**config.mk**
```make
export PLATFORM = sky130hd
export DESIGN_NAME = h264_frame_length_splitter_top
export DESIGN_NICKNAME = d
export VERILOG_FILES = /design/src/rtl/h264fls_pkg.sv /design/src/rtl/h264fls_core.sv /design/src/rtl/h264fls_out_fifo.sv /design/src/rtl/h264_frame_length_splitter_top.sv
export SDC_FILE = /design/constraint.sdc
export NUM_CORES = 1
export LEC_CHECK = 0
export ABC_AREA = 1
export BUFFER_PORTS_ARGS = -buffer_cell sky130_fd_sc_hd__buf_2
export CAP_MARGIN = 20
export CORE_UTILIZATION = 45
export CTS_CLUSTER_DIAMETER = 80
export DETAILED_ROUTE_END_ITERATION = 7
export GPL_ROUTABILITY_DRIVEN = 0
export GPL_TIMING_DRIVEN = 0
export SLEW_MARGIN = 20
export SYNTH_ARGS = -nofsm -noshare
export SYNTH_HDL_FRONTEND = slang
export SYNTH_SLANG_ARGS = --single-unit
```
**constraint.sdc**
```tcl
create_clock -name clk -period 5.16 [get_ports clk]
set_input_delay 0.258 -clock clk [delete_from_list [all_inputs] [get_ports clk]]
set_output_delay 0.258 -clock clk [all_outputs]
set_load 0.005 [all_outputs]
```
**src/rtl/h264fls_pkg.sv**
```systemverilog
// Types and constants of the H.264 frame length splitter.
package h264fls_pkg;

    // Default width of the byte position counter.
    localparam int POSITION_BITS_DEF = 32;

    // Width of a reported frame length.
    localparam int LEN_BITS = 32;

    // Depth of the result buffer; it must hold the two results of one item.
    localparam int FIFO_DEPTH = 4;

    // NAL unit types that matter for frame boundaries.
    localparam logic [4:0] NAL_NONE  = 5'd0;
    localparam logic [4:0] NAL_SLICE = 5'd1;
    localparam logic [4:0] NAL_DPA   = 5'd2;
    localparam logic [4:0] NAL_IDR   = 5'd5;
    localparam logic [4:0] NAL_SEI   = 5'd6;
    localparam logic [4:0] NAL_SPS   = 5'd7;
    localparam logic [4:0] NAL_PPS   = 5'd8;

    // The NAL type sits in the low five bits of the header byte.
    localparam logic [7:0] NAL_TYPE_MASK = 8'h1f;

    // A leading one in the slice header marks a slice that starts at the first macroblock.
    localparam int SLICE_START_BIT = 7;

    // Start code bytes.
    localparam logic [7:0] SC_ZERO = 8'h00;
    localparam logic [7:0] SC_ONE  = 8'h01;

    // One result item.
    typedef struct packed {
        logic [LEN_BITS-1:0] frame_length;
        logic                is_final;
    } res_t;

    // Results of one accepted item, first result in r0.
    typedef struct packed {
        logic [1:0] cnt;
        res_t       r0;
        res_t       r1;
    } push_t;

endpackage

```
**src/rtl/h264fls_core.sv**
```systemverilog
// Start code detection, frame decision and length computation.
module h264fls_core #(
    parameter int POSITION_BITS = h264fls_pkg::POSITION_BITS_DEF
) (
    input  logic               clk,
    input  logic               rst_n,
    input  logic               fire,
    input  logic [7:0]         stream_byte,
    input  logic               end_of_stream,
    output h264fls_pkg::push_t push
);

    localparam logic [POSITION_BITS-1:0] POS_BACK = POSITION_BITS'(5);

    logic [7:0]               win_reg [5];
    logic [POSITION_BITS-1:0] pos_reg;
    logic [POSITION_BITS-1:0] fs_reg;
    logic [4:0]               prev_reg;

    logic                     start_hit;
    logic [4:0]               cur_type;
    logic                     prev_pic;
    logic                     close_type;
    logic                     close_hit;
    logic [POSITION_BITS-1:0] pos_i;
    logic [POSITION_BITS-1:0] pos_inc;
    logic [POSITION_BITS-1:0] fs_after;
    logic [POSITION_BITS-1:0] frame_diff;
    logic [POSITION_BITS-1:0] final_diff;
    logic [4:0]               prev_next;

    // A start code is tested only once six bytes have been seen.
    assign start_hit = (pos_reg >= POS_BACK)
                    && (win_reg[0] == h264fls_pkg::SC_ZERO)
                    && (win_reg[1] == h264fls_pkg::SC_ZERO)
                    && (win_reg[2] == h264fls_pkg::SC_ZERO)
                    && (win_reg[3] == h264fls_pkg::SC_ONE);

    assign cur_type = 5'(win_reg[4] & h264fls_pkg::NAL_TYPE_MASK);
    assign prev_pic = (prev_reg inside {[h264fls_pkg::NAL_SLICE:h264fls_pkg::NAL_IDR]});

    // Frame boundary decision for the NAL type behind the start code.
    always_comb
    begin
        case (cur_type)
            h264fls_pkg::NAL_SLICE, h264fls_pkg::NAL_DPA, h264fls_pkg::NAL_IDR:
            begin
                if (cur_type != prev_reg)
                    close_type = prev_pic;
                else
                    close_type = stream_byte[h264fls_pkg::SLICE_START_BIT];
            end
            h264fls_pkg::NAL_SEI, h264fls_pkg::NAL_SPS, h264fls_pkg::NAL_PPS:
            begin
                close_type = prev_pic;
            end
            default:
            begin
                close_type = 1'b0;
            end
        endcase
    end

    assign close_hit = start_hit && close_type;

    // Lengths: position of the start code and the saturated byte count.
    assign pos_i      = pos_reg - POS_BACK;
    assign pos_inc    = (pos_reg == '1) ? pos_reg : pos_reg + POSITION_BITS'(1);
    assign fs_after   = close_hit ? pos_i : fs_reg;
    assign frame_diff = pos_i - fs_reg;
    assign final_diff = pos_inc - fs_after;

    // Type zero leaves the previous type untouched.
    assign prev_next = (start_hit && (cur_type != h264fls_pkg::NAL_NONE)) ? cur_type : prev_reg;

    // Pack the results of this item, the frame result first.
    always_comb
    begin
        push.r0.frame_length = h264fls_pkg::LEN_BITS'(frame_diff);
        push.r0.is_final     = 1'b0;
        push.r1.frame_length = h264fls_pkg::LEN_BITS'(final_diff);
        push.r1.is_final     = 1'b1;
        push.cnt             = 2'd0;
        if (fire)
        begin
            if (close_hit && end_of_stream)
            begin
                push.cnt = 2'd2;
            end
            else if (close_hit)
            begin
                push.cnt = 2'd1;
            end
            else if (end_of_stream)
            begin
                push.cnt = 2'd1;
                push.r0  = push.r1;
            end
        end
    end

    // State update; the last byte of a stream returns to the reset state.
    always_ff @(posedge clk or negedge rst_n)
    begin
        if (!rst_n)
        begin
            for (int k = 0; k < 5; k++)
                win_reg[k] <= '0;
            pos_reg  <= '0;
            fs_reg   <= '0;
            prev_reg <= '0;
        end
        else if (fire)
        begin
            if (end_of_stream)
            begin
                for (int k = 0; k < 5; k++)
                    win_reg[k] <= '0;
                pos_reg  <= '0;
                fs_reg   <= '0;
                prev_reg <= '0;
            end
            else
            begin
                for (int k = 0; k < 4; k++)
                    win_reg[k] <= win_reg[k+1];
                win_reg[4] <= stream_byte;
                pos_reg    <= pos_inc;
                fs_reg     <= fs_after;
                prev_reg   <= prev_next;
            end
        end
    end

endmodule

```
**src/rtl/h264fls_out_fifo.sv**
```systemverilog
// Small result buffer that takes up to two results a cycle and gives one while the receiver is ready.
module h264fls_out_fifo (
    input  logic               clk,
    input  logic               rst_n,
    input  h264fls_pkg::push_t push,
    output logic               room,
    output logic               out_valid,
    input  logic               out_ready,
    output h264fls_pkg::res_t  out_res
);

    localparam int PTR_BITS = $clog2(h264fls_pkg::FIFO_DEPTH);
    localparam int CNT_BITS = $clog2(h264fls_pkg::FIFO_DEPTH + 1);

    h264fls_pkg::res_t   mem [h264fls_pkg::FIFO_DEPTH];
    logic [PTR_BITS-1:0] wr_ptr_reg;
    logic [PTR_BITS-1:0] rd_ptr_reg;
    logic [CNT_BITS-1:0] count_reg;
    logic [PTR_BITS-1:0] wr_ptr_next;
    logic [PTR_BITS-1:0] rd_ptr_next;
    logic [CNT_BITS-1:0] count_next;
    logic                pop;

    // Accept a new item only while two slots are free.
    assign room      = (count_reg <= CNT_BITS'(h264fls_pkg::FIFO_DEPTH - 2));
    assign out_valid = (count_reg != '0);
    assign out_res   = mem[rd_ptr_reg];
    assign pop       = out_valid && out_ready;

    // Pointer and fill count update.
    always_comb
    begin
        wr_ptr_next = wr_ptr_reg + PTR_BITS'(push.cnt);
        rd_ptr_next = pop ? rd_ptr_reg + PTR_BITS'(1) : rd_ptr_reg;
        count_next  = count_reg + CNT_BITS'(push.cnt) - CNT_BITS'(pop);
    end

    always_ff @(posedge clk or negedge rst_n)
    begin
        if (!rst_n)
        begin
            wr_ptr_reg <= '0;
            rd_ptr_reg <= '0;
            count_reg  <= '0;
        end
        else
        begin
            wr_ptr_reg <= wr_ptr_next;
            rd_ptr_reg <= rd_ptr_next;
            count_reg  <= count_next;
        end
    end

    // Result storage.
    always_ff @(posedge clk)
    begin
        if (push.cnt != 2'd0)
            mem[wr_ptr_reg] <= push.r0;
        if (push.cnt == 2'd2)
            mem[wr_ptr_reg + PTR_BITS'(1)] <= push.r1;
    end

endmodule

```
**src/rtl/h264_frame_length_splitter_top.sv**
```systemverilog
// Top level of the H.264 Annex B frame length splitter.
//
// The slave channel takes the bitstream one byte per item; tlast marks the
// final byte of a stream. The master channel gives one item per completed
// frame: tdata is the frame length in bytes, tlast is set on the closing
// length of a stream. A frame closes at a start code whose NAL type starts
// a new picture; the decision uses the current byte and a five-byte window
// kept in the core. Throughput is one byte per cycle while the slave side
// is ready. A result is written to the buffer when its byte is accepted;
// one byte can cause two results (a frame and the closing length). Results
// pass through a four-entry buffer, and the slave side is ready while two
// entries are free, so a stalled receiver holds back input only once the
// buffer fills. Reset clears the window, the position counter, the frame
// start, the previous NAL type and the buffer; the last byte of a stream
// returns the detection state to that same reset state.
module h264_frame_length_splitter_top #(
    parameter int POSITION_BITS = h264fls_pkg::POSITION_BITS_DEF
) (
    input  logic        clk,
    input  logic        rst_n,
    input  logic        s_axis_tvalid,
    output logic        s_axis_tready,
    input  logic [7:0]  s_axis_tdata,   // [7:0] stream_byte
    input  logic        s_axis_tlast,   // end_of_stream
    output logic        m_axis_tvalid,
    input  logic        m_axis_tready,
    output logic [31:0] m_axis_tdata,   // [31:0] frame_length
    output logic        m_axis_tlast    // is_final
);

    h264fls_pkg::push_t push;
    h264fls_pkg::res_t  out_res;
    logic               fire;

    assign fire = s_axis_tvalid && s_axis_tready;

    // Detection and length computation.
    h264fls_core #(
        .POSITION_BITS (POSITION_BITS)
    ) u_core (
        .clk           (clk),
        .rst_n         (rst_n),
        .fire          (fire),
        .stream_byte   (s_axis_tdata),
        .end_of_stream (s_axis_tlast),
        .push          (push)
    );

    // Result buffer toward the master channel.
    h264fls_out_fifo u_fifo (
        .clk       (clk),
        .rst_n     (rst_n),
        .push      (push),
        .room      (s_axis_tready),
        .out_valid (m_axis_tvalid),
        .out_ready (m_axis_tready),
        .out_res   (out_res)
    );

    assign m_axis_tdata = out_res.frame_length;
    assign m_axis_tlast = out_res.is_final;

endmodule

```
==> results_dict.tcl <==
set metrics [dict create \
    outcome "complete, no violations" \
    grt_setup_unrepaired "false" \
    worstSetupEndpointType "flop" \
    number_of_global_route_vias_before_repair 15500 \
    final.period_utilization_pct 95.2 \
    seq_area_frac_synth_pct 40.1 \
    final_layout_size_suffix_gt1_share_pct 11.7 \
    crit_path_arrival_time_ns 5.22 \
    post_drt_wl_per_cell_um 20.6 \
    setup.reg_to_reg.worst_slack_ns 0.25 \
    grt-ovfl-total 0 \
    uppermost_metal_layer_occupied_by_signal_nets "met4" \
    drc 0 \
    final_core_utilization_pct 52.3 \
    maxCapViolCount 0 \
    total_cts_buffers 29 \
    dieArea_mm2 0.0386 \
    final_design_area_no_fill_mm2 0.0193 \
    met1_wire_length_mm 23.9 \
    start_kind "flop" \
    place_ws_ns -0.113 \
    met2RoutedLength_mm 26.3 \
    cells_after_synth 2130 \
    viasPerCell 5.86 \
    crit_path_max_incr_delay_ns 0.45 \
    worst_pin_slew_ns 1.00 \
    insertedDiodeCount 0 \
    grt_first_pass_wirelength_mm 87.3 \
    achievable-frequency_ghz 0.204 \
    path_class "flop to flop" \
    ant_nets 0 \
    worst_setup_hold_path_clk_slew_ns 0.06 \
    drt-pass1-iter-count 6 \
    place_hpwl_mm 43.9 \
    regToRegStartpoint "u_core.pos_reg[0]" \
    placement.io_buffers 47 \
    yosys-top-cells-area "edfxtp_1 23%, dfrtp_1 17%, nand2_1 8.2%" \
    worst_hold_slack_ns 0.164 \
    clockBufferDepth 3 \
    cts.root.buffer_cell "clkbuf_16" \
    totalWireLength_mm 56.6 \
    flow.area_growth_from_synthesis_pct 13.4 \
    report.final.setup_viol 0 \
    gr-usage-all-layers_pct 29.4 \
    worst_clock_skew_ns 0.0279 \
    placeableCoreArea_mm2 0.0370 \
    max_slew_margin_pct 32.3 \
    largest_register_ff_count 132 \
    syn_area_mm2 0.0170 \
    number_of_hold_violations_in_the_final_report 0 \
    clkSinkCount 248 \
    tritoncts "built" \
    insertion_delay_ns 0.58 \
    synth_cell_types 57 \
    critical_path.max_fanout 10 \
    chipHeight_um 197 \
    maximum_number_of_pins_on_one_net_before_global_route_repair 42 \
    rows 70 \
    timing_max_transition_violations_final 0 \
    drtIter0Drc 1379 \
    layout.nets 2317 \
    wl_met3_mm 3.74 \
    die_x_um 197 \
    initial_utilization_pct 46.1 \
    synth-async-reset-ratio_pct 46.8 \
    critPathSlowestCell "dfrtp_2" \
    ys.flop_type "edfxtp_1" \
    antenna_violations_before_repair 0 \
    crit_chain "inv_2 -> ha_1 -> or2_4 -> nand2_4 -> nor2_4 -> nand3_4 -> nor2_4 -> nor2_4 -> nand2_4 -> buf_6 -> buf_2 -> o21ai_1 -> ha_1 -> a21oi_1 -> o21ai_0 -> a21oi_1 -> nand3_1 -> a21oi_1 -> xor2_2 -> mux2i_1 -> nand2_1 -> nand2_1" \
    capture_point_of_the_worst_reg_to_reg_path "u_fifo.mem[3][25]" \
    synthDominantAreaCellType "edfxtp_1" \
    syn-num-nets 2222 \
    final_critical_path_setup_slack_ns 0.246 \
    count_of_flip_flops_with_a_built_in_enable_after_synthesis 128 \
    htree_num_levels 1 \
    floorplan.io_pins 48 \
    netlist.area_leader.share_pct 22.6 \
    cp.required_ns 5.47 \
    worstHoldPathType "primary input to asynchronous set/reset pin" \
    worstRegToRegCells 22 \
    layout_min_cycle_time_ns 4.91 \
    detailed_place.area_mm2 0.0181 \
    synth.ff_latch_count 248 \
    yosys_warnings 0 \
    via_count 16100 \
    avgSynthCellArea_um2 7.99 \
]
==> per-layer routing <==
| metal | vias up | global-route usage, % |
|---|---|---|
| met5 | - | 0 |
| met4 | 0 | 13.3 |
| met3 | 150 | 3.59 |
| met2 | 694 | 48.6 |
| met1 | 7723 | 38.7 |
| li1 | 7562 | - |
==> worst max-delay path, delay by kind of cell (launching register included) <==
family                     cells  cell delay [ns]
adders and majority gates      2             0.61
xor gates and xnor gates       1             0.27
muxes                          1             0.25
AOI/OAI and AO/OA              5             1.06
buffers and inverters          3             0.59
DFF                            1             0.45
and+or+nand+nor               10             1.38
==> layout make-up <==
cell class	count	area, um^2
timing repair buffer	64	497
sequential	248	6830
multi-input combinational	1566	9030
fill	3572	17600
tap	504	631
inverter	227	860
buffer	89	444
clock buffer	42	825
clock inverter	12	200
==> Yosys cell counts (6+ instances only) <==
master / number
nand2_1: 374
inv_1: 210
nor2_1: 208
o22ai_1: 173
o21ai_0: 170
edfxtp_1: 128
dfrtp_1: 116
nand3_1: 116
a21oi_1: 90
xor2_1: 81
ha_1: 76
clkbuf_1: 50
o21ai_1: 41
nand4_1: 33
nor3_1: 32
xnor2_1: 25
buf_2: 21
o21ai_2: 18
inv_2: 14
nor2_2: 13
nand2_2: 12
nor4_1: 10
buf_4: 9
nor2_4: 9
o21bai_1: 9
a21o_1: 7
nand3_2: 7
nand2_4: 6
==> placed cells by master, fill, tap and decap left out, drive strengths merged, types with 4 or more instances in the layout <==
master	n
buf	92
o21bai	9
edfxtp	128
ha	76
o211ai	5
xor2	83
dlygate4sd3	9
a21oi	95
o21ai	229
xnor2	25
a21o	7
nand3	125
nand4	33
o22ai	175
nor2	230
o32ai	5
a22o	5
bufinv	5
clkbuf	94
o21a	4
inv	229
dfxtp	4
dfrtp	116
nand2	392
nor3	38
nor4	11
a31oi	4
==> through the flow <==
step | setup TNS, ns | std cells
4_1_cts | 0 | 2750
3_5_place_dp | -0.678 | 2687
2_1_floorplan | 0 | 2130
6_report | 0 | 2752
3_3_place_gp | -42.65 | 2681
5_1_grt | 0 | 2752
==> worst max-delay path by stage <==
stage                      startpoint                end  slack, ns
finish              u_core.pos_reg[0]  u_fifo.mem[3][25]       0.25
detailed placement  u_core.pos_reg[0]  u_fifo.mem[3][23]      -0.11
global route        u_core.pos_reg[0]  u_fifo.mem[2][23]      0.009
floorplan           u_core.pos_reg[0]  u_fifo.mem[0][23]       1.11
CTS                 u_core.pos_reg[0]  u_fifo.mem[2][19]      0.009
global placement    u_core.pos_reg[0]  u_fifo.mem[3][22]      -0.41
==> cells by family after synthesis <==
logic type / Yosys count / share of synthesized area, %
AOI/OAI and AO/OA: 547 / 18.7
and+or+nand+nor: 831 / 21.9
xor gates and xnor gates: 108 / 5.64
muxes: 1 / 0.0588
adders and majority gates: 79 / 5.94
buffers and inverters: 316 / 7.62
DFF: 248 / 40.1
==> timing repair <==
action                                  CTS  global route
endpoints found under the setup margin   19            56
endpoints found under the hold margin   124             0
pin swaps                                 0             3
resized for setup                         4            20
setup buffers                             0             2
hold buffers                              9             0
Power is not shown: default switching activity piles up to over one toggle a cycle in this logic, so the estimate is an artifact.
